### src/sv/cpdu_ram.sv
// ---------------------------------------------------------------------------
// cpdu_ram: generic single-port-write, single-port-read memory
// One write and one read per cycle; the read data is registered.
// ---------------------------------------------------------------------------
module cpdu_ram #(
  parameter int unsigned WIDTH = 8,
  parameter int unsigned DEPTH = 16
) (
  input  logic                     clk_i,
  input  logic                     we_i,
  input  logic [$clog2(DEPTH)-1:0] waddr_i,
  input  logic [WIDTH-1:0]         wdata_i,
  input  logic [$clog2(DEPTH)-1:0] raddr_i,
  output logic [WIDTH-1:0]         rdata_o
);

  logic [WIDTH-1:0] mem_q [DEPTH];
  logic [WIDTH-1:0] rdata_q;

  always_ff @(posedge clk_i) begin
    if (we_i) begin
      mem_q[waddr_i] <= wdata_i;
    end
    rdata_q <= mem_q[raddr_i];
  end

  assign rdata_o = rdata_q;

endmodule

### config.mk
export PLATFORM = sky130hd
export DESIGN_NAME = cpdu_ram
export DESIGN_NICKNAME = d
export VERILOG_FILES = /design/src/sv/cpdu_ram.sv
export SDC_FILE = /design/constraint.sdc
export NUM_CORES = 1
export LEC_CHECK = 0
export BUFFER_PORTS_ARGS = -buffer_cell sky130_fd_sc_hd__buf_2
export CAP_MARGIN = 20
export CORE_MARGIN = 8
export CORE_UTILIZATION = 48
export DETAILED_ROUTE_END_ITERATION = 10
export SETUP_SLACK_MARGIN = 0.4
export SLEW_MARGIN = 5
export SYNTH_ARGS = -nofsm -noshare
export SYNTH_HDL_FRONTEND = slang
export SYNTH_SLANG_ARGS = --single-unit
### constraint.sdc
create_clock -name clk_i -period 1.6 [get_ports clk_i]
set_input_delay 0 -clock clk_i [delete_from_list [all_inputs] [get_ports clk_i]]
set_output_delay 0 -clock clk_i [all_outputs]
set_load 0.02 [all_outputs]
Word-level counts from Yosys, hierarchy flattened --
Memory sizes are Yosys's and may differ from the RTL's. A register that Yosys moved wholly into a read port is not among the register bits. Cells that the tools add are included.
Operators by class: mux-type cells 2
Operators by type and width (count):
- 1-bit two-way mux | 2
Word-level totals: memories 1, word-level logic and storage cells 3, bits in writable memories 128, register bits 0, input port bits 18, output and inout port bits 8
Memory list:
- mem_q | words 16, bits a word 8, rd ports 1, clocked after memory_dff 1, wr ports 1, RTL line 17 | logic [WIDTH-1:0] mem_q [DEPTH];

Depth between registers and ports, before layout --
depth after elaboration 2, gate-level depth with buffers 5, mapped depth without buffers 3

Least setup slack after synthesis --
Ideal clock, no wire load.
kind input port to flip-flop, start point input port waddr_i[2], end point memory mem_q[0][0], enable pin, required time 1.217 ns, stages 2, setup time 0.383 ns, arrival time 1.110 ns, buffers on the path 0, setup slack 0.107 ns, cell sequence or3b_2 > nor3_1
RTL lines:
- start: declaration | RTL line 11 | input logic [$clog2(DEPTH)-1:0] waddr_i,
- end: declaration | RTL line 17
Straight into the memory's write port.

==> run metrics <==
PortBufs=25; Final Wtd Congestion=about 0.81; Worst Tran Pin Value=around 0.53 ns; antenna violations before repair=0; RSZ-0062 raised after global routing=true; Mean Syn Cell Area=around 22 um2; min Tclk post-route=between 1 and 1.5 ns; ys flop type=edfxtp_1; Hold/Removal Path Class=in2reg; Cell Area, Synth=between 5000 and 6000 um2; Register Area=4000 um2; Worst Path Buf+Inv=0; dpl hpwl=~6.5 mm; crit path kind=reg2reg; core box area=10700 um2; Req. time, crit path=roughly 2 ns; peak supply drop=between 0.5 and 0.6 mV; CP delay by family, top=multiplexers; r2r setup slk=around 0.34 ns; grt total ovfl=0; CTS tree=yes; Reg-to-Reg End=rdata_o[3]$_DFF_P_; FF-to-FF path depth=3; vias after detailed routing=2426; multi-input logic area=about 1100 um2; post-CTS setup buffer count=0; crit-path max FO=1; ANT nets after route=0; die height=between 100 and 150 um; cell with the most instances after synthesis=edfxtp_1; Clock Skew=about 0.0063 ns; TNS Setup=0 ns; clock-pin transition on the worst setup and hold timing paths=roughly 0.060 ns; EDFF count, synth=128; H-tree depth=4; layout cells sized above 1=0.383; synthesized net count=247; CP peak stage delay=about 0.48 ns; DR pass1 iterations=5; max_cap viols=0; hold depth=3; largest net degree at the start of global routing=17; Die ar.=14300 um2; first-pass GRT wire length=roughly 16 mm; CTS Buf Count=17; average wire per standard cell=22.0 um; DR iter-0 viols=approximately 210; Synth top cells by count=128 x edfxtp_1, 18 x mux4_2, 16 x a22oi_1, 14 x mux4_1, 13 x nor2_1; r2r startpoint=mem_q[3][3]$_DFFE_PP_; Data arrival, critical path=around 1.7 ns; I/O pin total=26; vias in the first global route=about 2.6k; final setup vio count=0; Max clock buf depth=2; Critical Path Source Type=register; Setup crit end kind=register; Layout area overhead=21.3%; DIE WIDTH=120 um; Via density=~5.4; Cells after Synth=229; HP Start=waddr_i[0]; clock latency on the worst-skew pair=about 0.50 ns; Ys Warns=0; Max Fclk=791 MHz; post-synthesis sequential area ratio=0.778; antenna cells=0; fin area=around 6200 um2; Yosys top cell area share=0.747; WL final=between 9 and 10 mm; Area contributors post-synth=edfxtp_1 75%, mux4_2 7.9%, mux4_1 7.1%; CTS Sinks=136; post-synth top area cell=edfxtp_1; Distinct cells, synth=19; nets@finish=between 300 and 400; FP Rows=38; starting density of the core=0.483; crit path max-delay cell type=mux4_2; Power Density=~1300 nW/um2; clock root buffer master=clkbuf_8; total global-route track usage=0.150; critical path, cell by cell=mux4_2 -> a22oi_2 -> nand2_1; fill count=~840; Tcrit/Tclk final=0.790; final hold vios=0; Remaining DRCs=0; status=finished, final reports clean; Slew HR=0.650; FFs w/ async S/R, synth=0; flops & latches, synth=136; Worst Hold Path EP=mem_q[0][5]$_DFFE_PP_; pins over their slew limit=0; Leakage=around 2.1 nW; Cell Area, Placed=roughly 5600 um2
-- where the power goes --
group	internal [W]	switching, W	leakage (nW)	total [W]
combinational	0.000193	0.000245	0.602	0.000437
clock	0.00233	0.00140	0.270	0.00373
sequential	0.00398	0.0000215	1.22	0.00401
total	0.00650	0.00167	2.10	0.00817
-- registers in the layout (all words and copies together) (netlist names) --
| register | cells |
|---|---|
| rdata_o | 8 |
| mem_q | 128 |
-- routing by layer --
metal,share of wire,wire [um],vias up,track usage
met5,0,0,-,0
met4,0.0094,93,0,0.0585
met3,0.044,429,6,0.0451
met2,0.51,5060,58,0.236
met1,0.43,4280,1268,0.192
li1,-,-,1094,-
-- metrics by stage --
step	hold slack, ns	setup WS (ns)	std cells	total power, W	util
after floorplan	0.0989	0.334	229	0.00431	-
after global placement	0.385	0.217	408	0.00448	0.524
after detailed placement	0.401	0.198	408	0.00449	0.524
after CTS	0.0327	0.324	448	0.00824	0.586
after global routing	0.0493	0.275	448	0.00845	0.586
final	0.0568	0.336	448	0.00817	0.586
-- worst max-delay path by stage --
stage / slack [ns] / endpoint / start / cells past startpoint
global route: 0.28 / rdata_o[5]$_DFF_P_ / mem_q[7][5]$_DFFE_PP_ / 3
finish: 0.34 / rdata_o[3]$_DFF_P_ / mem_q[3][3]$_DFFE_PP_ / 3
CTS: 0.32 / rdata_o[3]$_DFF_P_ / mem_q[3][3]$_DFFE_PP_ / 3
global placement: 0.22 / rdata_o[5]$_DFF_P_ / raddr_i[0] / 5
detailed placement: 0.20 / rdata_o[1]$_DFF_P_ / raddr_i[0] / 5
floorplan: 0.33 / mem_q[3][0]$_DFFE_PP_ / waddr_i[2] / 2
-- cell usage in the layout (no fill, tap or decap), types with 8 or more instances in the layout --
master         count
nor2_1            13
buf_4             21
edfxtp_1         128
mux4_2            29
a22oi_1            8
dlygate4sd3_1      8
clkbuf_16         16
nand2_1            9
dfxtp_1            8
a22oi_2            8
buf_2             25
-- kinds of logic after synthesis --
logic type | after synthesis | share of synthesized area
mux | 32 | 0.150
compound gates | 16 | 0.0233
buf+inv | 10 | 0.0168
simple gates | 35 | 0.0318
flops | 136 | 0.778
-- area by class of cell --
class	count	area share
sequential	136	0.641
clock inverter	12	0.0198
clock buffer	20	0.0730
tap	140	0.0281
timing repair buffer	57	0.0677
multi-input combinational	83	0.170
-- worst reg2reg max path, cell delays in order, from the launching register on --
cell and delay [ns]:
edfxtp_1 0.37, mux4_2 0.48, a22oi_2 0.21, nand2_1 0.08
-- what timing repair did --
item	in CTS	in global routing
hold buffers	8	0
gates resized for setup	16	3
pin swaps	9	4
endpoints found under the hold margin	128	0
endpoints found under the setup margin	8	8
No activity file was read; power rests on OpenSTA's default activity.
