===== config.mk =====
export PLATFORM = sky130hd
export DESIGN_NAME = cpdu_seq
export DESIGN_NICKNAME = d
export VERILOG_FILES = /design/src/sv/cpdu_pkg.sv /design/src/sv/cpdu_seq.sv
export SDC_FILE = /design/constraint.sdc
export NUM_CORES = 1
export LEC_CHECK = 0
export ABC_AREA = 1
export BUFFER_PORTS_ARGS = -buffer_cell sky130_fd_sc_hd__buf_2
export CAP_MARGIN = 10
export CORE_ASPECT_RATIO = 2
export CORE_UTILIZATION = 56
export DETAILED_ROUTE_END_ITERATION = 12
export PLACE_DENSITY = 0.87
export SYNTH_ARGS = -nofsm -noshare
export SYNTH_HDL_FRONTEND = slang
export SYNTH_SLANG_ARGS = --single-unit

===== constraint.sdc =====
create_clock -name clk_i -period 4.6 [get_ports clk_i]
set_input_delay 0.92 -clock clk_i [delete_from_list [all_inputs] [get_ports clk_i]]
set_output_delay 0.92 -clock clk_i [all_outputs]
set_load 0.005 [all_outputs]

===== src/sv/cpdu_pkg.sv =====
// ---------------------------------------------------------------------------
// cpdu_pkg: shared types and constants of the peel degree update block
// Sizes of the adjacency stores, item field widths, mode codes and the
// request structs that pass between the sequencer and the memories.
// ---------------------------------------------------------------------------
package cpdu_pkg;

  localparam int unsigned MAX_VERTICES       = 1024;
  localparam int unsigned MAX_NEIGHBOR_SLOTS = 4096;

  localparam int unsigned MODE_W = 3;
  localparam int unsigned ADDR_W = 13;
  localparam int unsigned VAL_W  = 13;
  localparam int unsigned DEG_W  = 12;
  localparam int unsigned CNT_W  = 13;

  localparam int unsigned RS_DEPTH = MAX_VERTICES + 1;
  localparam int unsigned VTX_AW   = $clog2(MAX_VERTICES);
  localparam int unsigned RS_AW    = $clog2(RS_DEPTH);
  localparam int unsigned NB_AW    = $clog2(MAX_NEIGHBOR_SLOTS);

  localparam logic [DEG_W-1:0] DEG_MAX = '1;
  localparam logic [CNT_W-1:0] CNT_MAX = '1;

  localparam logic [MODE_W-1:0] MODE_ROW_START = 3'd0;
  localparam logic [MODE_W-1:0] MODE_NEIGHBOR  = 3'd1;
  localparam logic [MODE_W-1:0] MODE_DEGREE    = 3'd2;
  localparam logic [MODE_W-1:0] MODE_DELETE    = 3'd3;
  localparam logic [MODE_W-1:0] MODE_QUERY     = 3'd4;

  typedef struct packed {
    logic             we;
    logic [RS_AW-1:0] waddr;
    logic [VAL_W-1:0] wdata;
    logic [RS_AW-1:0] raddr;
  } rs_req_t;

  typedef struct packed {
    logic             we;
    logic [NB_AW-1:0] waddr;
    logic [VAL_W-1:0] wdata;
    logic [NB_AW-1:0] raddr;
  } nb_req_t;

  typedef struct packed {
    logic              we;
    logic [VTX_AW-1:0] waddr;
    logic [DEG_W-1:0]  wdata;
    logic [VTX_AW-1:0] raddr;
  } dg_req_t;

  typedef struct packed {
    logic              we;
    logic [VTX_AW-1:0] waddr;
    logic              wdata;
    logic [VTX_AW-1:0] raddr;
  } fl_req_t;

  typedef struct packed {
    logic [DEG_W-1:0] degree;
    logic             is_deleted;
    logic [CNT_W-1:0] neighbors_updated;
    logic             bad_address;
  } result_t;

endpackage


===== src/sv/cpdu_seq.sv =====
// ---------------------------------------------------------------------------
// cpdu_seq: item sequencer
// Decodes items, drives the four memories and walks a deleted vertex's
// neighbour range one slot at a time with read, modify and write-back.
// ---------------------------------------------------------------------------
module cpdu_seq (
  input  logic                          clk_i,
  input  logic                          rst_ni,
  input  logic                          in_valid_i,
  input  logic [cpdu_pkg::MODE_W-1:0]   in_mode_i,
  input  logic [cpdu_pkg::ADDR_W-1:0]   in_address_i,
  input  logic [cpdu_pkg::VAL_W-1:0]    in_value_i,
  output logic                          in_stall_o,
  output cpdu_pkg::rs_req_t             rs_req_o,
  input  logic [cpdu_pkg::VAL_W-1:0]    rs_rdata_i,
  output cpdu_pkg::nb_req_t             nb_req_o,
  input  logic [cpdu_pkg::VAL_W-1:0]    nb_rdata_i,
  output cpdu_pkg::dg_req_t             dg_req_o,
  input  logic [cpdu_pkg::DEG_W-1:0]    dg_rdata_i,
  output cpdu_pkg::fl_req_t             fl_req_o,
  input  logic                          fl_rdata_i,
  input  logic                          out_free_i,
  output logic                          push_o,
  output cpdu_pkg::result_t             res_o
);
  import cpdu_pkg::*;

  localparam logic [3:0] ST_CLEAR   = 4'd0;
  localparam logic [3:0] ST_IDLE    = 4'd1;
  localparam logic [3:0] ST_READ    = 4'd2;
  localparam logic [3:0] ST_DEL_CHK = 4'd3;
  localparam logic [3:0] ST_DEL_HI  = 4'd4;
  localparam logic [3:0] ST_SLOT    = 4'd5;
  localparam logic [3:0] ST_NBR     = 4'd6;
  localparam logic [3:0] ST_UPD     = 4'd7;
  localparam logic [3:0] ST_OUT     = 4'd8;

  logic [3:0]        state_q, state_d;
  logic [VTX_AW-1:0] clr_q, clr_d;
  logic [CNT_W-1:0]  cnt_q, cnt_d;

  logic [MODE_W-1:0] mode_q, mode_d;
  logic [VTX_AW-1:0] vtx_q, vtx_d;
  logic [DEG_W-1:0]  deg_q, deg_d;
  logic [VAL_W-1:0]  slot_q, slot_d;
  logic [VAL_W-1:0]  hi_q, hi_d;
  logic [VAL_W-1:0]  nbr_q, nbr_d;
  result_t           res_q, res_d;

  logic             accept;
  logic             addr_ok;
  logic [DEG_W-1:0] deg_sat;

  assign in_stall_o = (state_q != ST_IDLE);
  assign accept     = in_valid_i && !in_stall_o;

  always_comb begin
    case (in_mode_i)
      MODE_ROW_START: addr_ok = 32'(in_address_i) < 32'(RS_DEPTH);
      MODE_NEIGHBOR:  addr_ok = 32'(in_address_i) < 32'(MAX_NEIGHBOR_SLOTS);
      MODE_DEGREE,
      MODE_DELETE,
      MODE_QUERY:     addr_ok = 32'(in_address_i) < 32'(MAX_VERTICES);
      default:        addr_ok = 1'b1;
    endcase
  end

  assign deg_sat = (32'(in_value_i) > 32'(DEG_MAX)) ? DEG_MAX : DEG_W'(in_value_i);

  always_comb begin
    state_d = state_q;
    clr_d   = clr_q;
    cnt_d   = cnt_q;
    mode_d  = mode_q;
    vtx_d   = vtx_q;
    deg_d   = deg_q;
    slot_d  = slot_q;
    hi_d    = hi_q;
    nbr_d   = nbr_q;
    res_d   = res_q;
    push_o  = 1'b0;

    rs_req_o       = '0;
    rs_req_o.raddr = RS_AW'(in_address_i);
    nb_req_o       = '0;
    nb_req_o.raddr = NB_AW'(slot_q);
    dg_req_o       = '0;
    dg_req_o.raddr = VTX_AW'(in_address_i);
    fl_req_o       = '0;
    fl_req_o.raddr = VTX_AW'(in_address_i);

    case (state_q)
      ST_CLEAR: begin
        fl_req_o.we    = 1'b1;
        fl_req_o.waddr = clr_q;
        fl_req_o.wdata = 1'b0;
        clr_d          = clr_q + 1'b1;
        if (32'(clr_q) == 32'(MAX_VERTICES - 1)) begin
          state_d = ST_IDLE;
        end
      end
      ST_IDLE: begin
        if (accept) begin
          mode_d = in_mode_i;
          vtx_d  = VTX_AW'(in_address_i);
          deg_d  = deg_sat;
          res_d  = '0;
          res_d.bad_address = !addr_ok;
          state_d = ST_OUT;
          if (addr_ok) begin
            case (in_mode_i)
              MODE_ROW_START: begin
                rs_req_o.we    = 1'b1;
                rs_req_o.waddr = RS_AW'(in_address_i);
                rs_req_o.wdata = in_value_i;
              end
              MODE_NEIGHBOR: begin
                nb_req_o.we    = 1'b1;
                nb_req_o.waddr = NB_AW'(in_address_i);
                nb_req_o.wdata = in_value_i;
              end
              MODE_DEGREE: begin
                dg_req_o.we    = 1'b1;
                dg_req_o.waddr = VTX_AW'(in_address_i);
                dg_req_o.wdata = deg_sat;
                state_d        = ST_READ;
              end
              MODE_QUERY:  state_d = ST_READ;
              MODE_DELETE: state_d = ST_DEL_CHK;
              default:     state_d = ST_OUT;
            endcase
          end
        end
      end
      ST_READ: begin
        res_d.degree     = (mode_q == MODE_DEGREE) ? deg_q : dg_rdata_i;
        res_d.is_deleted = fl_rdata_i;
        state_d          = ST_OUT;
      end
      ST_DEL_CHK: begin
        if (fl_rdata_i) begin
          // Already deleted: report the current degree and change nothing.
          res_d.degree     = dg_rdata_i;
          res_d.is_deleted = 1'b1;
          state_d          = ST_OUT;
        end else begin
          dg_req_o.we    = 1'b1;
          dg_req_o.waddr = vtx_q;
          dg_req_o.wdata = '0;
          fl_req_o.we    = 1'b1;
          fl_req_o.waddr = vtx_q;
          fl_req_o.wdata = 1'b1;
          rs_req_o.raddr = RS_AW'(32'(vtx_q) + 32'd1);
          slot_d         = rs_rdata_i;
          cnt_d          = '0;
          state_d        = ST_DEL_HI;
        end
      end
      ST_DEL_HI: begin
        hi_d = (32'(rs_rdata_i) > 32'(MAX_NEIGHBOR_SLOTS)) ?
               VAL_W'(MAX_NEIGHBOR_SLOTS) : rs_rdata_i;
        state_d = ST_SLOT;
      end
      ST_SLOT: begin
        if (slot_q < hi_q) begin
          state_d = ST_NBR;
        end else begin
          res_d.degree            = '0;
          res_d.is_deleted        = 1'b1;
          res_d.neighbors_updated = cnt_q;
          state_d                 = ST_OUT;
        end
      end
      ST_NBR: begin
        nbr_d = nb_rdata_i;
        if ((32'(nb_rdata_i) == 32'(vtx_q)) ||
            (32'(nb_rdata_i) >= 32'(MAX_VERTICES))) begin
          slot_d  = slot_q + 1'b1;
          state_d = ST_SLOT;
        end else begin
          dg_req_o.raddr = VTX_AW'(nb_rdata_i);
          fl_req_o.raddr = VTX_AW'(nb_rdata_i);
          state_d        = ST_UPD;
        end
      end
      ST_UPD: begin
        if (!fl_rdata_i && (dg_rdata_i != '0)) begin
          dg_req_o.we    = 1'b1;
          dg_req_o.waddr = VTX_AW'(nbr_q);
          dg_req_o.wdata = dg_rdata_i - 1'b1;
          if (cnt_q != CNT_MAX) begin
            cnt_d = cnt_q + 1'b1;
          end
        end
        slot_d  = slot_q + 1'b1;
        state_d = ST_SLOT;
      end
      ST_OUT: begin
        if (out_free_i) begin
          push_o  = 1'b1;
          state_d = ST_IDLE;
        end
      end
      default: state_d = ST_IDLE;
    endcase
  end

  assign res_o = res_q;

  always_ff @(posedge clk_i or negedge rst_ni) begin
    if (!rst_ni) begin
      state_q <= ST_CLEAR;
      clr_q   <= '0;
      cnt_q   <= '0;
    end else begin
      state_q <= state_d;
      clr_q   <= clr_d;
      cnt_q   <= cnt_d;
    end
  end

  always_ff @(posedge clk_i) begin
    mode_q <= mode_d;
    vtx_q  <= vtx_d;
    deg_q  <= deg_d;
    slot_q <= slot_d;
    hi_q   <= hi_d;
    nbr_q  <= nbr_d;
    res_q  <= res_d;
  end

endmodule


## Word-level counts from Yosys, hierarchy flattened

Index checks and enable logic that the tools add are counted.

| operators by class | value |
|---|---|
| add/subtract/negate cells | 5 |
| magnitude comparators | 7 |
| equality and inequality tests | 26 |
| muxes and demuxes | 46 |
| reductions and logical operators | 22 |

Operator list:

| cell | count |
|---|---|
| $mux W26 | 5 |
| $mux W23 | 5 |
| $mux W25 | 4 |
| $mux W13 | 6 |
| $pmux W23 S3 | 1 |
| $pmux W13 S2 | 2 |
| $pmux W13 S4 | 1 |
| $pmux W13 S3 | 1 |
| $mux W12 | 3 |
| $pmux W4 S8 | 1 |
| $mux W27 | 1 |
| $add A13 B1 Y13 const B | 2 |
| $lt A13 B11 Y1 const B | 2 |
| $mux W4 | 6 |
| $pmux W12 S2 | 1 |
| $mux W11 | 2 |
| $mux W10 | 2 |
| $ne A2 B2 Y1 const B | 9 |
| $eq A4 B3 Y1 const B | 4 |
| $eq A13 B10 Y1 | 1 |
| $ge A13 B11 Y1 const B | 1 |
| $gt A13 B12 Y1 const B | 1 |
| $gt A13 B13 Y1 const B | 1 |
| $lt A13 B13 Y1 | 1 |
| 31 further kinds | 43 |

| storage, ports and cells | value |
|---|---|
| bits in registers | 115 |
| output and inout bits | 158 |
| logic and storage cells | 119 |

## Logic depth before layout (Yosys ltp)

| depth | value |
|---|---|
| word-level depth | 6 |
| gate-level depth with buffers | 14 |
| depth with buffers taken out | 13 |

## Worst setup path after synthesis

No wires, ideal clock.

| timing path | value |
|---|---|
| kind | reg2out |
| start | reg state_q[3] |
| end | out fl_req_o[0] (netlist bit) |
| arrival | 2.166 ns |
| data required time | 3.680 ns |
| setup slack | 1.514 ns |
| stages on the path, launching flop included | 10 |
| cells stage by stage | dfrtp_1 -> inv_1 -> nand2_1 -> nor3_1 -> nand2_1 -> nor2_1 -> buf_2 -> nand2_1 -> o21ai_0 -> buf_4 |

RTL lines:

| item | line | text |
|---|---|---|
| from (decl) | cpdu_seq.sv:38 | `logic [3:0] state_q, state_d;` |
| from (signal assigned) | cpdu_seq.sv:216 | `state_q <= state_d;` |
| to (decl) | cpdu_seq.sv:20 | `output cpdu_pkg::fl_req_t fl_req_o,` |

==> summary.md <==
| Metric | Value |
|---|---|
| Initial antenna violation count | `0` |
| Unique cell type count in the Yosys netlist | `39` |
| Worst Setup EP | `rs_req_o[16]` |
| Number of synthesized register bits | `115` |
| Crit Path Class | `register to output port` |
| Max VDD drop | `0.322 mV` |
| Tcrit/Tclk final | `80.5%` |
| Mapped Cells | `955` |
| Core Util, Final | `69.7%` |
| Fraction of layout cells with a size suffix above 1 | `25.1%` |
| Final Skew | `0.0106 ns` |
| Top cells by count, synth | `nand2_1 (199), inv_1 (150), nor2_1 (136)` |
| Placer Congestion | `0.956` |
| Cell Count, Final, Fillers Out | `1323` |
| CP max FO | `28` |
| R2R depth | `9` |
| Depth of the CTS H-tree | `4` |
| Die width | `83.3 um` |
| Setup TNS Final | `0 ns` |
| Clock Pin Slew Worst Setup and Hold Paths | `0.05 ns` |
| Syn Area/Cell | `7.75 um^2` |
| Grt ovf | `0` |
| Pint | `2.35 mW` |
| Core ar. | `12900 um^2` |
| Largest family of logic cells by synthesized area | `simple AND/OR/NAND/NOR gates` |
| Cell Pwr Density | `365 nW/um^2` |
| Post-CTS Setup Repair Bufs | `0` |
| Slew Limit Fails | `0` |
| Sink Count | `115` |
| Final Hold Fails | `0` |
| PortBufs | `229` |
| Clk pwr share | `37.5%` |
| Drt total wl | `20100 um` |
| Multiplexer area fraction after synthesis | `0%` |
| Vias in the first global route | `6794` |
| Nets | `1249` |
| Initial cell density of the core | `57.3%` |
| Leakage | `4.51 nW` |
| Net Count, Synth | `1044` |
| Root Buffer | `clkbuf_16` |
| DR vias/cell | `5.43` |
| CTS tree | `done` |
| Syn. warnings | `0` |
| Placed cell count | `1293` |
| Total track usage | `29.4%` |
| Clock Tree Buf Depth | `2` |
| Worst path arrival time | `2.78 ns` |
| RSZ-0062 raised after global routing | `no` |
| Post-Synth Simple-Gate Area | `28.8%` |
| Remaining antenna violation count after routing | `0` |
| Hold buffer count at cts | `0` |
| I/O Pins | `230` |
| Combinational Power Share | `19.8%` |
| Primary FF master, synth | `edfxtp_1` |
| Min Tclk post-route | `3.70 ns` |
| Post-synthesis compound-gate area fraction | `7.39%` |
| Total Die Area | `13700 um^2` |
| Max transition margin | `27.1%` |
| Synth Cell Area | `7400 um^2` |
| Initial DRC count | `543` |
| Area after DPL | `8460 um^2` |
| Data required time at the worst endpoint | `3.68 ns` |
| Post-Synth Adder-Cell Area | `2.88%` |
| Worst Hold Class | `register to register` |
| HPWL after DPL | `15700 um` |
| Post-route DRC | `0` |
| Worst slew pin tran | `1.09 ns` |
| Hold Path Cell Cnt | `1` |
| Startpoint types | `register` |
| Critical R2R Capture | `slot_q[5]` |
| Setup slack, reg-to-reg | `2.22 ns` |
| Top-count cell post-synth | `nand2_1` |
| Post-synth EDFFs | `88` |
| Max-cap violations | `0` |
| Die Y | `165 um` |
| Async SR Flop Fraction | `23.5%` |
| Rows | `59` |
| Clk Latency, worst-skew pair | `0.41 ns` |
| Drt wl/cell | `15.2 um` |
| First-pass GRT wire length | `31500 um` |
| Highest clock rate | `270 MHz` |
| Sequential share of power | `42.7%` |
| PostCTS Resize Cnt | `0` |
| Syn-to-layout area delta | `21.7%` |
| Xor/xnor share of the synthesized area | `3.55%` |
| DRT Pass-1 Iters | `5` |
| Seq/Total Area, Yosys | `44.9%` |
| Min Hold Slack | `0.494 ns` |
| Worst setup path start | `state_q[1]` |
| Switching share of power | `28.4%` |
| Post-layout instance area | `9010 um^2` |
| Vias | `7186` |
| Critical R2R Launch | `state_q[3]` |
| Ant. Diodes | `0` |
| Finish-stage setup viols | `0` |
| TritonCTS buffer count | `17` |
| Outcome | `finished clean` |
| Largest area contributor in the synthesized netlist | `edfxtp_1` |
| Largest net degree at the start of global routing | `29` |
| Post-synth top area share | `35.7%` |
| Setup crit end kind | `output port` |
| P_sw | `0.934 mW` |
| Synth area leaders | `edfxtp_1 (36%), nand2_1 (10%), dfrtp_1 (9.1%)` |
-- flip-flops by register name, indices dropped and copies added (netlist names), 10 cells and up --
register  count
nbr_q        10
res_o        27
hi_q         13
cnt_q        13
clr_q        10
slot_q       13
deg_q        12
vtx_q        10
-- stage by stage --
step	setup WS [ns]	total power, mW
floorplan	1.51	1.78
global placement	1.10	2.05
detailed placement	1.06	2.06
CTS	0.918	3.29
global route	0.690	3.42
finish	0.898	3.28
-- metal layers --
metal | GRT usage, % | share of wire, % | vias up | wire, um
li1 | - | - | 3477 | -
met1 | 29.6 | 34 | 3233 | 6900
met2 | 56.0 | 54 | 391 | 10800
met3 | 5.05 | 6.7 | 85 | 1340
met4 | 17.6 | 5.1 | 0 | 1020
met5 | 0 | 0 | - | 0
-- kinds of logic (layout without fill, tap and decap cells) --
family | after synthesis | in the layout
buf+inv | 207 | 423
xor+xnor | 30 | 30
simple gates | 485 | 485
flops | 115 | 115
compound gates | 101 | 101
fa+ha+maj | 17 | 17
-- worst max-delay path: stages, from the launching register on --
cell and delay (ns):
dfrtp_1 0.41, inv_1 0.10, nand2_2 0.08, nor2_4 0.16, nand2_2 0.08, inv_2 0.43, nand2_2 0.16, nor2_2 0.13
nand3_2 0.43, nor2_1 0.25, buf_2 0.14
-- final cells by class --
cell class,instances,area [um^2]
Sequential cell,115,3320
Multi-Input combinational cell,633,3150
Timing Repair Buffer,238,1210
Clock inverter,8,85.1
Fill cell,1070,3910
Inverter,155,582
Clock buffer,22,464
Tap cell,152,190
-- cells in the final DEF, fill, tap and decap left out, types with 17 or more instances in the layout --
master | Yosys | routed
nor2_1 | 136 | 136
inv_1 | 150 | 150
edfxtp_1 | 88 | 88
nand4_1 | 19 | 19
buf_2 | 8 | 229
ha_1 | 17 | 17
o21ai_0 | 69 | 69
nand2_1 | 199 | 199
dfrtp_1 | 27 | 27
nand3_1 | 79 | 79
clkbuf_16 | 0 | 17
xor2_1 | 21 | 21
-- how the worst min path moves through the flow --
stage               slack, ns      from        to
floorplan                0.46  clr_q[4]  clr_q[4]
global placement         0.48  clr_q[4]  clr_q[4]
detailed placement       0.48  clr_q[4]  clr_q[4]
CTS                      0.50  clr_q[4]  clr_q[4]
global route             0.52  clr_q[4]  clr_q[4]
finish                   0.49  clr_q[4]  clr_q[4]
-- power groups by stage --
stage | logic (mW) | clock network (mW) | registers (mW)
CTS | 0.649 | 1.24 | 1.40
floorplan | 0.378 | 0 | 1.40
global route | 0.720 | 1.28 | 1.42
detailed placement | 0.646 | 0 | 1.42
global placement | 0.636 | 0 | 1.42
finish | 0.649 | 1.23 | 1.40
No activity file was read; power rests on OpenSTA's default activity.
