### config.mk
export PLATFORM = sky130hd
export DESIGN_NAME = cpdu_out_reg
export DESIGN_NICKNAME = d
export VERILOG_FILES = /design/src/sv/cpdu_pkg.sv /design/src/sv/cpdu_out_reg.sv
export SDC_FILE = /design/constraint.sdc
export NUM_CORES = 1
export LEC_CHECK = 0
export BUFFER_PORTS_ARGS = -buffer_cell sky130_fd_sc_hd__buf_2
export CORE_UTILIZATION = 38
export DETAILED_ROUTE_END_ITERATION = 10
export GPL_ROUTABILITY_DRIVEN = 0
export HOLD_SLACK_MARGIN = 0.03
export PLACE_DENSITY = 0.85
export SETUP_SLACK_MARGIN = 0.4
export SKIP_LAST_GASP = 1
export SYNTH_ARGS = -nofsm -noshare
export SYNTH_HDL_FRONTEND = slang
export SYNTH_SLANG_ARGS = --single-unit
### constraint.sdc
create_clock -name clk_i -period 0.8 [get_ports clk_i]
set_clock_uncertainty 0.1 [all_clocks]
set_input_delay 0.16 -clock clk_i [delete_from_list [all_inputs] [get_ports clk_i]]
set_output_delay 0.16 -clock clk_i [all_outputs]
set_load 0.005 [all_outputs]
### src/sv/cpdu_pkg.sv
// ---------------------------------------------------------------------------
// cpdu_pkg: shared types and constants of the peel degree update block
// Sizes of the adjacency stores, item field widths, mode codes and the
// request structs that pass between the sequencer and the memories.
// ---------------------------------------------------------------------------
package cpdu_pkg;

  localparam int unsigned MAX_VERTICES       = 1024;
  localparam int unsigned MAX_NEIGHBOR_SLOTS = 4096;

  localparam int unsigned MODE_W = 3;
  localparam int unsigned ADDR_W = 13;
  localparam int unsigned VAL_W  = 13;
  localparam int unsigned DEG_W  = 12;
  localparam int unsigned CNT_W  = 13;

  localparam int unsigned RS_DEPTH = MAX_VERTICES + 1;
  localparam int unsigned VTX_AW   = $clog2(MAX_VERTICES);
  localparam int unsigned RS_AW    = $clog2(RS_DEPTH);
  localparam int unsigned NB_AW    = $clog2(MAX_NEIGHBOR_SLOTS);

  localparam logic [DEG_W-1:0] DEG_MAX = '1;
  localparam logic [CNT_W-1:0] CNT_MAX = '1;

  localparam logic [MODE_W-1:0] MODE_ROW_START = 3'd0;
  localparam logic [MODE_W-1:0] MODE_NEIGHBOR  = 3'd1;
  localparam logic [MODE_W-1:0] MODE_DEGREE    = 3'd2;
  localparam logic [MODE_W-1:0] MODE_DELETE    = 3'd3;
  localparam logic [MODE_W-1:0] MODE_QUERY     = 3'd4;

  typedef struct packed {
    logic             we;
    logic [RS_AW-1:0] waddr;
    logic [VAL_W-1:0] wdata;
    logic [RS_AW-1:0] raddr;
  } rs_req_t;

  typedef struct packed {
    logic             we;
    logic [NB_AW-1:0] waddr;
    logic [VAL_W-1:0] wdata;
    logic [NB_AW-1:0] raddr;
  } nb_req_t;

  typedef struct packed {
    logic              we;
    logic [VTX_AW-1:0] waddr;
    logic [DEG_W-1:0]  wdata;
    logic [VTX_AW-1:0] raddr;
  } dg_req_t;

  typedef struct packed {
    logic              we;
    logic [VTX_AW-1:0] waddr;
    logic              wdata;
    logic [VTX_AW-1:0] raddr;
  } fl_req_t;

  typedef struct packed {
    logic [DEG_W-1:0] degree;
    logic             is_deleted;
    logic [CNT_W-1:0] neighbors_updated;
    logic             bad_address;
  } result_t;

endpackage

### src/sv/cpdu_out_reg.sv
// ---------------------------------------------------------------------------
// cpdu_out_reg: result output register
// Holds one finished result until the downstream side takes it.
// ---------------------------------------------------------------------------
module cpdu_out_reg (
  input  logic                                  clk_i,
  input  logic                                  rst_ni,
  input  logic                                  push_i,
  input  cpdu_pkg::result_t                     res_i,
  output logic                                  free_o,
  output logic                                  out_valid_o,
  input  logic                                  out_stall_i,
  output logic [cpdu_pkg::DEG_W-1:0]            out_degree_o,
  output logic                                  out_is_deleted_o,
  output logic [cpdu_pkg::CNT_W-1:0]            out_neighbors_updated_o,
  output logic                                  out_bad_address_o
);
  import cpdu_pkg::*;

  logic    valid_q, valid_d;
  result_t res_q;

  // The register may be reloaded when it is empty or being taken this cycle.
  assign free_o = !valid_q || !out_stall_i;

  always_comb begin
    valid_d = valid_q;
    if (push_i) begin
      valid_d = 1'b1;
    end else if (!out_stall_i) begin
      valid_d = 1'b0;
    end
  end

  always_ff @(posedge clk_i or negedge rst_ni) begin
    if (!rst_ni) begin
      valid_q <= 1'b0;
    end else begin
      valid_q <= valid_d;
    end
  end

  always_ff @(posedge clk_i) begin
    if (push_i) begin
      res_q <= res_i;
    end
  end

  assign out_valid_o             = valid_q;
  assign out_degree_o            = res_q.degree;
  assign out_is_deleted_o        = res_q.is_deleted;
  assign out_neighbors_updated_o = res_q.neighbors_updated;
  assign out_bad_address_o       = res_q.bad_address;

endmodule

# Word level (Yosys, flattened, before mapping)
# Index checks and enable logic that the tools add are counted.
[totals]
ff_bits = 28
latchBits = 0
mem_bits_rw = 0
mem_bits_ro = 0
inputBits = 31
output_inout_bits = 29
memories = 0
[classes]
add_sub_neg = 0
n_mul = 0
div_mod_pow = 0
n_lt_le_gt_ge = 0
n_eq_ne = 1
n_shift = 0
mux = 2
n_bitwise = 0
reduce_logical = 3
[op_table]
columns = ["op", "n"]
rows = [
  ["$logic_not A1 Y1", 2],
  ["$mux W1", 2],
  ["$ne A2 B2 Y1 const B", 1],
  ["$logic_or A1 B1 Y1", 1],
]

# Depth between registers and ports, before layout
# Gate-level depths: netlist of run 1.
[logic_depth]
depth_word = 2
mapped_depth = 1
mapped_depth_nobuf = 1

# Worst setup path before layout of run 1
# No wires, ideal clock.
[synth_path]
kind = "reg-to-reg"
startpoint = "register out_valid_o (netlist name)"
endpoint = "register valid_q, in the netlist out_valid_o"
setup_time_ns = 0.118
arrival_ns = 0.529
t_required_ns = 0.582
setup_slack_ns = 0.053
path_stages_with_launch = 2
path_buffers = 0
period_less_slack_ns = 0.747
path_cell_list = "dfrtp_1 -> a21o_1"
[synth_lines]
columns = ["item", "line_no", "rtl"]
rows = [
  ["to (signal assigned)", "cpdu_out_reg.sv:39", "valid_q <= valid_d;"],
  ["to (decl)", "cpdu_out_reg.sv:20", "logic valid_q, valid_d;"],
]

# Worst setup path after layout of run 1
[layout_path]
startpoint = "register valid_q, in the netlist out_valid_o"
endpoint = "output free_o"
[layout_via]
elab_chain_len = 2
[layout_rtl]
columns = ["item", "line_no", "rtl"]
rows = [
  ["$logic_not A1 Y1", "cpdu_out_reg.sv:24", "assign free_o = !valid_q || !out_stall_i;"],
  ["$logic_or A1 B1 Y1", "cpdu_out_reg.sv:24", ""],
  ["to (decl)", "cpdu_out_reg.sv:10", "output logic free_o,"],
]
# No other way between the ends.

==> impl_metrics.py, run 1 <==
metrics = {
    "logic_synthesis": {
        "ys_warn_count": 0,
        "synth.cells.most_frequent": "edfxtp_1 (27), a21o_1 (1), dfrtp_1 (1), nand2_1 (1)",
        "synth_most_common_cell": "edfxtp_1",
        "synth-edff-count": 27,
        "avgSynthCellArea_um2": 28.2,
        "yosys.area.top_type": "edfxtp_1",
        "synth_nets": 61,
        "synth_cells": 30,
        "synth_cell_types": 4,
        "async_reset_ff_share_pct": 3.57,
        "yosysSeqAreaShare_pct": 98.7,
        "synth_area_um2": 847,
        "synth.area.top_cells": "edfxtp_1 (96%), dfrtp_1 (3.0%), a21o_1 (0.89%)",
        "synth_top_area_share_pct": 95.7,
        "ys_seq_elements": 28,
        "ys.flop_type": "edfxtp_1",
    },
    "min_path": {
        "holdPathStages": 1,
        "hp-start": "res_i[19]",
        "hp-class": "in2reg",
        "hold_end": "out_degree_o[4]",
    },
    "grt": {
        "grt_pass1_wl_um": 2460,
        "grt_pass1_vias": 523,
        "grt_max_degree": 16,
        "antenna_found_initial": 0,
        "grt_overflow_total": 0,
        "grt_use_total_pct": 14.1,
    },
    "timing": {
        "fmax_ghz": 0.882,
        "hold_viol": 28,
        "fin_crit_ps": 1130,
        "setup_ws_ps": -334,
        "period_share_pct": 142,
        "setup_viol_count_final": 29,
        "slew_violations": 0,
        "max_slew_margin_pct": 91.1,
        "setup-tns-final_ps": -8010,
        "tightest_slew_ps": 133,
        "grt_setup_unrepaired": "yes",
        "whs_ps": -81.4,
    },
    "power": {
        "p_leak_uw": 0.000586,
        "ir_worst_vdd_v": 0.00118,
        "pwr_density_cell_mw_per_mm2": 1960,
    },
    "floorplanning": {
        "start_util_pct": 41.9,
        "dieArea_mm2": 0.00242,
        "die_h_um": 49.2,
        "core_area_mm2": 0.00202,
        "ioPinCount": 60,
        "fp-row-count": 16,
        "fp.dieW_um": 49.2,
    },
    "clock_network": {
        "insertion_delay_ps": 300,
        "postCtsHoldBufs": 1,
        "clk_path_buf_depth": 2,
        "cts_made_buffers": 3,
        "cts_tree": "done",
        "cts_sinks": 28,
        "cts-root-buf": "clkbuf_4",
        "path_clk_slew_ps": 130,
        "post_cts_buffers": 0,
        "htreeDepth": 1,
    },
    "place": {
        "io_buffers": 59,
        "detailed_place_hpwl_um": 1090,
        "dp_slack_ps": -58.5,
    },
    "detailed_routing": {
        "drc": 0,
        "wl_um": 1590,
        "wl_per_cell_um": 12.7,
        "avgViaCountPerCell": 4.29,
        "postRouteAntennaNets": 0,
        "vias": 536,
        "drt_iter0_markers": 8,
        "dr.pass1.iters": 2,
    },
    "setup_path": {
        "cp.buffers_inverters": 1,
        "r2r_cells": 1,
        "endpoint_kind": "output pin",
        "crit_fanout": 3,
        "reg2reg_slack_ps": 20,
        "critPathSlowestCell": "dfrtp_1",
        "r2r_end": "out_valid_o",
        "r2r_start": "out_valid_o",
        "path_cells": "nand2_1 -> buf_2",
        "arrival_ps": 870,
        "critPathKind": "reg2out",
        "worstSetupStartpointType": "flop",
        "cp_top_family": "flip-flops",
        "cp.required_ps": 540,
        "cpPeakStageDelay_ps": 410,
    },
    "cells_and_area": {
        "nFillCells": 149,
        "antenna_cells": 0,
        "areaGrowthSynthToFinish_pct": 57.0,
        "nets": 130,
        "layout-drive-gt1-share_pct": 67.3,
    },
    "flow_run": {
        "maxCapViolCount": 0,
    },
    "status": {
        "status": "complete, but fails checks",
        "violations": "negative hold slack, negative setup slack",
    },
}
## cell families (layout without fill, tap and decap cells)
| logic type | after synthesis | in the layout | share of synthesized area [%] |
|---|---|---|---|
| DFF | 28 | 28 | 98.7 |
| and+or+nand+nor | 1 | 1 | 0.443 |
| AOI/OAI and AO/OA | 1 | 1 | 0.887 |
| buffers and inverters | 0 | 68 | 0 |
## how the worst max path moves through the flow
stage | slack [ps] | to | from | depth (start not counted)
detailed placement | -60 | out_neighbors_updated_o[7] | push_i | 2
finish | -330 | free_o | out_valid_o | 2
global route | -380 | free_o | out_valid_o | 2
floorplan | 50 | out_valid_o | out_valid_o | 1
CTS | -350 | free_o | out_valid_o | 2
global placement | -50 | out_neighbors_updated_o[8] | push_i | 2
## where the power goes
group          total [uW]  switching (uW)  leakage, uW  internal, uW
clock                 545             351    0.0000150           194
sequential           1760            25.0     0.000275          1730
combinational         301             115     0.000296           186
total                2600             491     0.000586          2110
## sequential cells by signal (all words and copies together) (netlist names)
name,flops
out_bad_address_o,1
out_degree_o,12
out_is_deleted_o,1
out_neighbors_updated_o,13
out_valid_o,1
## area by class of cell
| cell class | instances | area [um^2] | area share, % |
|---|---|---|---|
| multi-input cells | 2 | 11.3 | 0.847 |
| flip-flops and latches | 28 | 836 | 62.8 |
| clock buffers | 4 | 26.3 | 1.98 |
| well taps | 27 | 33.8 | 2.54 |
| repair buffers | 64 | 423 | 31.8 |
## per-layer routing
layer / vias to the layer above / track usage, % / routed length [um]
li1: 257 / - / -
met1: 251 / 16.5 / 604
met2: 24 / 24.0 / 844
met3: 4 / 4.67 / 115
met4: 0 / 5.39 / 25
met5: - / 0 / 0
## cell usage in the layout (no fill, tap or decap), drive strengths merged
cell type,n
buf,63
edfxtp,27
clkbuf,4
nand2,1
a21o,1
dlygate4sd3,1
dfrtp,1
## repair_timing
item                       4_1_cts  5_1_grt
resized for setup                7        0
cloned                           3        0
hold endpoints to repair        29       29
setup endpoints to repair       57       57
pin swaps                        2        0
## metrics by stage
| step | hold WS [ps] | util (%) | power, uW | instance area, um^2 | cells |
|---|---|---|---|---|---|
| detailed placement | -163 | 59.2 | 2030 | 1200 | 117 |
| floorplan | -236 | - | 1820 | 847 | 30 |
| finish | -81.4 | 65.8 | 2600 | 1330 | 125 |
| global placement | -164 | 59.2 | 2020 | 1200 | 117 |
| global route | -105 | 65.8 | 2700 | 1330 | 125 |
| CTS | -89.5 | 65.8 | 2630 | 1330 | 125 |
Power figures use the tool's default switching activity.
==> run 2: changes to the inputs <==
Settings changed: CORE_UTILIZATION 38 to 35, PLACE_DENSITY 0.85 to 0.83.
Clock period 0.8 ns to 0.9 ns, I/O delays scaled along.
==> impl_metrics.py, run 2 (synthesis gave the netlist of run 1 again) <==
metrics = {
    "status": {
        "status": "complete, but fails checks",
        "violations": "negative hold slack, negative setup slack",
    },
    "setup_path": {
        "cpPeakStageDelay_ps": 430,
        "critPathKind": "reg2out",
        "cp.buffers_inverters": 1,
        "critPathSlowestCell": "dfrtp_1",
        "crit_fanout": 3,
        "reg2reg_slack_ps": 120,
        "cp.required_ps": 620,
        "worstSetupStartpointType": "flop",
        "r2r_end": "out_valid_o",
        "r2r_start": "out_valid_o",
        "r2r_cells": 1,
        "path_cells": "nand2_1 -> buf_2",
        "cp_top_family": "flip-flops",
        "endpoint_kind": "output pin",
        "arrival_ps": 930,
    },
    "timing": {
        "hold_viol": 28,
        "whs_ps": -74.0,
        "fmax_ghz": 0.827,
        "slew_violations": 0,
        "tightest_slew_ps": 140,
        "grt_setup_unrepaired": "yes",
        "max_slew_margin_pct": 90.7,
        "setup_viol_count_final": 29,
        "fin_crit_ps": 1210,
        "setup_ws_ps": -309,
        "period_share_pct": 134,
    },
    "grt": {
        "grt_pass1_wl_um": 2240,
        "grt_use_total_pct": 12.8,
        "grt_overflow_total": 0,
        "grt_pass1_vias": 548,
        "antenna_found_initial": 0,
        "grt_max_degree": 16,
    },
    "detailed_routing": {
        "vias": 536,
        "postRouteAntennaNets": 0,
        "avgViaCountPerCell": 4.29,
        "wl_um": 1550,
        "dr.pass1.iters": 2,
        "drc": 0,
        "drt_iter0_markers": 6,
        "wl_per_cell_um": 12.4,
    },
    "cells_and_area": {
        "largest_reg_flops": 13,
        "stdcell_area_mm2": 0.00129,
        "final_cells": 125,
        "post-route-util_pct": 57.1,
        "multiInputGateArea_um2": 11.3,
        "nFillCells": 199,
        "antenna_cells": 0,
        "final_cell_mix": "buf_2 (58), edfxtp_1 (27), clkbuf_4 (3), buf_12 (2)",
        "areaGrowthSynthToFinish_pct": 52.0,
        "nets": 129,
        "layout-drive-gt1-share_pct": 67.0,
        "final_common_cell": "buf_2",
        "seq_area_um2": 836,
    },
    "floorplanning": {
        "dieArea_mm2": 0.00262,
        "fp-row-count": 17,
        "core_area_mm2": 0.00225,
        "die_h_um": 51.2,
        "start_util_pct": 37.6,
        "ioPinCount": 60,
        "fp.dieW_um": 51.2,
    },
    "flow_run": {
        "maxCapViolCount": 0,
    },
    "clock_network": {
        "cts_sinks": 28,
        "cts_made_buffers": 3,
        "cts_tree": "done",
        "htreeDepth": 1,
        "insertion_delay_ps": 310,
        "cts-root-buf": "clkbuf_4",
        "postCtsHoldBufs": 1,
        "clk_path_buf_depth": 2,
        "path_clk_slew_ps": 140,
    },
    "place": {
        "dp_cells": 119,
        "detailed_place_hpwl_um": 1130,
        "io_buffers": 59,
        "placed_area_mm2": 0.00122,
    },
    "min_path": {
        "holdPathStages": 1,
        "hold_end": "out_degree_o[7]",
        "hp-start": "res_i[22]",
        "hp-class": "in2reg",
    },
    "power": {
        "p_leak_uw": 0.000567,
        "pwr_density_cell_mw_per_mm2": 1800,
        "ir_worst_vdd_v": 0.00119,
    },
}
==> run 2: cell count changes in the layout (fill, tap and decap cells not counted), sizes merged <==
| cell | change |
|---|---|
| buf | -1 |
==> run 2: per-stage QoR <==
step	power, uW	TNS [ps]	hold WS [ps]	setup WS [ps]
floorplan	1620	0	-216	153
global placement	1810	0	-145	38.6
detailed placement	1820	0	-144	16.8
CTS	2340	-6600	-84.2	-313
global route	2410	-7530	-97.8	-368
finish	2320	-6160	-74.0	-309
==> run 2: worst max-delay path by stage <==
stage	start	to	slack, ps	depth (start not counted)
6_report	out_valid_o	free_o	-310	2
5_1_grt	out_valid_o	free_o	-370	2
4_1_cts	out_valid_o	free_o	-310	2
3_5_place_dp	push_i	out_neighbors_updated_o[12]	20	2
3_3_place_gp	push_i	out_neighbors_updated_o[12]	40	2
2_1_floorplan	out_valid_o	out_valid_o	150	1
==> run 2: timing repair <==
action,4_1_cts,5_1_grt
gates resized for setup,3,0
endpoints found under the hold margin,29,28
setup endpoints to repair,57,30
buffers inserted,0,0
gates cloned,1,0
pin swaps,2,1
==> run 2: area by class of cell <==
cell class	count	share of cell area, %
multi-input combinational	2	0.875
clock buffer	4	2.04
sequential	28	64.9
tap	28	2.72
timing repair buffer	63	29.4
==> run 2: metal layers <==
metal	global-route usage, %	vias up	part of all wire [%]
met1	11.5	240	37
met5	0	-	0
met3	5.36	2	10
met4	8.33	0	1.2
li1	-	252	-
met2	23.0	42	51
==> run 2: where the power goes <==
| part | internal [uW] | switching (uW) | total [uW] |
|---|---|---|---|
| registers | 1540 | 22.7 | 1560 |
| clock network | 173 | 338 | 511 |
| logic | 146 | 98.1 | 244 |
==> run 3: changes to the inputs <==
Settings changed: ABC_AREA set to 1.
==> impl_metrics.py, run 3 <==
metrics = {
    "flow_run": {
        "maxCapViolCount": 0,
    },
    "detailed_routing": {
        "wl_um": 1520,
        "dr.pass1.iters": 2,
        "avgViaCountPerCell": 4.31,
        "vias": 552,
        "postRouteAntennaNets": 0,
        "drt_iter0_markers": 1,
        "wl_per_cell_um": 11.9,
        "drc": 0,
    },
    "clock_network": {
        "cts_tree": "done",
        "cts_sinks": 28,
        "insertion_delay_ps": 310,
        "cts_made_buffers": 3,
        "cts-root-buf": "clkbuf_4",
        "clk_path_buf_depth": 2,
        "path_clk_slew_ps": 140,
        "postCtsHoldBufs": 1,
        "htreeDepth": 1,
    },
    "cells_and_area": {
        "layout-drive-gt1-share_pct": 70.0,
        "areaGrowthSynthToFinish_pct": 55.5,
        "nFillCells": 195,
        "stdcell_area_mm2": 0.00133,
        "final_common_cell": "buf_2",
        "multiInputGateArea_um2": 12.5,
        "seq_area_um2": 836,
        "post-route-util_pct": 58.8,
        "final_cell_mix": "buf_2 (58), edfxtp_1 (27), clkbuf_4 (3), buf_4 (3), nand2_2 (2)",
        "antenna_cells": 0,
        "final_cells": 128,
        "nets": 132,
        "largest_reg_flops": 13,
    },
    "power": {
        "p_leak_uw": 0.000589,
        "p_int_uw": 2140,
        "ir_worst_vdd_v": 0.00126,
        "netSwitchingFraction_pct": 17.9,
        "seqPwrFrac_pct": 59.9,
        "p_clk_share_pct": 30.5,
        "p_sw_uw": 468,
        "combPwrFrac_pct": 9.6,
        "pwr_density_cell_mw_per_mm2": 1970,
    },
    "logic_synthesis": {
        "synth_cells": 31,
        "yosysSeqAreaShare_pct": 98.1,
        "synth.area.top_cells": "edfxtp_1 (95%), dfrtp_1 (2.9%), nand2_2 (1.5%)",
        "synth_area_um2": 852,
        "ys_seq_elements": 28,
        "async_reset_ff_share_pct": 3.57,
        "synth_cell_types": 4,
        "yosys.area.top_type": "edfxtp_1",
        "synth_nets": 62,
        "avgSynthCellArea_um2": 27.5,
        "ys.flop_type": "edfxtp_1",
        "synth_most_common_cell": "edfxtp_1",
        "synth-edff-count": 27,
        "synth.cells.most_frequent": "edfxtp_1 (27), nand2_2 (2), dfrtp_1 (1), inv_1 (1)",
        "synth_top_area_share_pct": 95.2,
        "ys_warn_count": 0,
    },
    "timing": {
        "tightest_slew_ps": 144,
        "max_slew_margin_pct": 90.4,
        "grt_setup_unrepaired": "yes",
        "fmax_ghz": 0.839,
        "setup-tns-final_ps": -6290,
        "period_share_pct": 132,
        "hold_viol": 27,
        "setup_ws_ps": -292,
        "fin_crit_ps": 1190,
        "slew_violations": 0,
        "whs_ps": -79.3,
        "setup_viol_count_final": 29,
    },
    "place": {
        "io_buffers": 59,
        "placed_area_mm2": 0.00121,
        "detailed_place_hpwl_um": 1150,
        "dp_cells": 120,
    },
    "status": {
        "status": "complete, but fails checks",
        "violations": "negative hold slack, negative setup slack",
    },
    "floorplanning": {
        "die_h_um": 51.3,
        "ioPinCount": 60,
        "fp.dieW_um": 51.3,
        "start_util_pct": 37.8,
        "fp-row-count": 17,
        "dieArea_mm2": 0.00264,
        "core_area_mm2": 0.00225,
    },
    "setup_path": {
        "reg2reg_slack_ps": 0,
        "r2r_start": "out_valid_o",
        "endpoint_kind": "output pin",
        "r2r_cells": 4,
        "arrival_ps": 910,
        "cp-startpoint": "out_valid_o",
        "worstSetupStartpointType": "flop",
        "cp.required_ps": 620,
        "critPathKind": "reg2out",
        "crit_fanout": 2,
    },
    "grt": {
        "antenna_found_initial": 0,
        "grt_pass1_wl_um": 2040,
        "grt_max_degree": 17,
        "grt_use_total_pct": 11.5,
        "grt_overflow_total": 0,
        "grt_pass1_vias": 517,
    },
    "min_path": {
        "hp-start": "res_i[0]",
        "holdPathStages": 1,
        "hp-class": "in2reg",
    },
}
-- run 3: routing by layer --
metal / vias to the layer above / part of all wire, % / track usage [%]
met1: 248 / 36 / 11.3
met3: 4 / 12 / 3.27
met4: 0 / 2.3 / 9.46
met5: - / 0 / 0
li1: 259 / - / -
met2: 41 / 50 / 20.0
-- run 3: layout make-up --
type / instances / area share [%]
flip-flops and latches: 28 / 63.1
clock buffers: 3 / 1.70
well taps: 28 / 2.64
repair buffers: 65 / 29.1
inverters: 1 / 0.283
clock inverters: 1 / 2.27
multi-input cells: 2 / 0.944
-- run 3: power by group through the flow --
stage / registers [uW] / logic (uW) / clock network, uW
after global routing: 1570 / 268 / 848
after global placement: 1590 / 213 / 0
after floorplan: 1610 / 6.41 / 0
after CTS: 1560 / 248 / 821
final: 1560 / 250 / 795
after detailed placement: 1590 / 220 / 0
-- run 3: repair_timing --
item	CTS	global route
endpoints found under the hold margin	28	27
buffers inserted	1	1
setup endpoints to repair	41	47
gates resized for setup	1	3
gates cloned	1	0
pin swaps	1	1
-- run 3: worst paths after layout --
kind | end
setup / recovery | free_o
hold / removal | out_bad_address_o
setup reg to reg | out_valid_o
hold reg to reg | out_valid_o
max in group asynchronous | out_valid_o
min in group asynchronous | out_valid_o
-- run 3: cell families after synthesis --
kind of cell | count (synthesis) | synth area share [%]
flip-flops | 28 | 98.1
AND/OR/NAND/NOR | 2 | 1.47
buffers and inverters | 1 | 0.440
-- run 3: worst max-delay path: stages (launching register included) --
cell     delay [ps]
dfrtp_1         420
nand2_2          70
buf_2           110
-- run 3: metrics by stage --
stage | power, uW | setup slack, ps | hold slack, ps
after floorplan | 1620 | 165 | -216
after global placement | 1800 | 35.5 | -145
after detailed placement | 1810 | 32.2 | -141
after CTS | 2630 | -305 | -91.9
after global routing | 2690 | -339 | -95.3
final | 2610 | -292 | -79.3
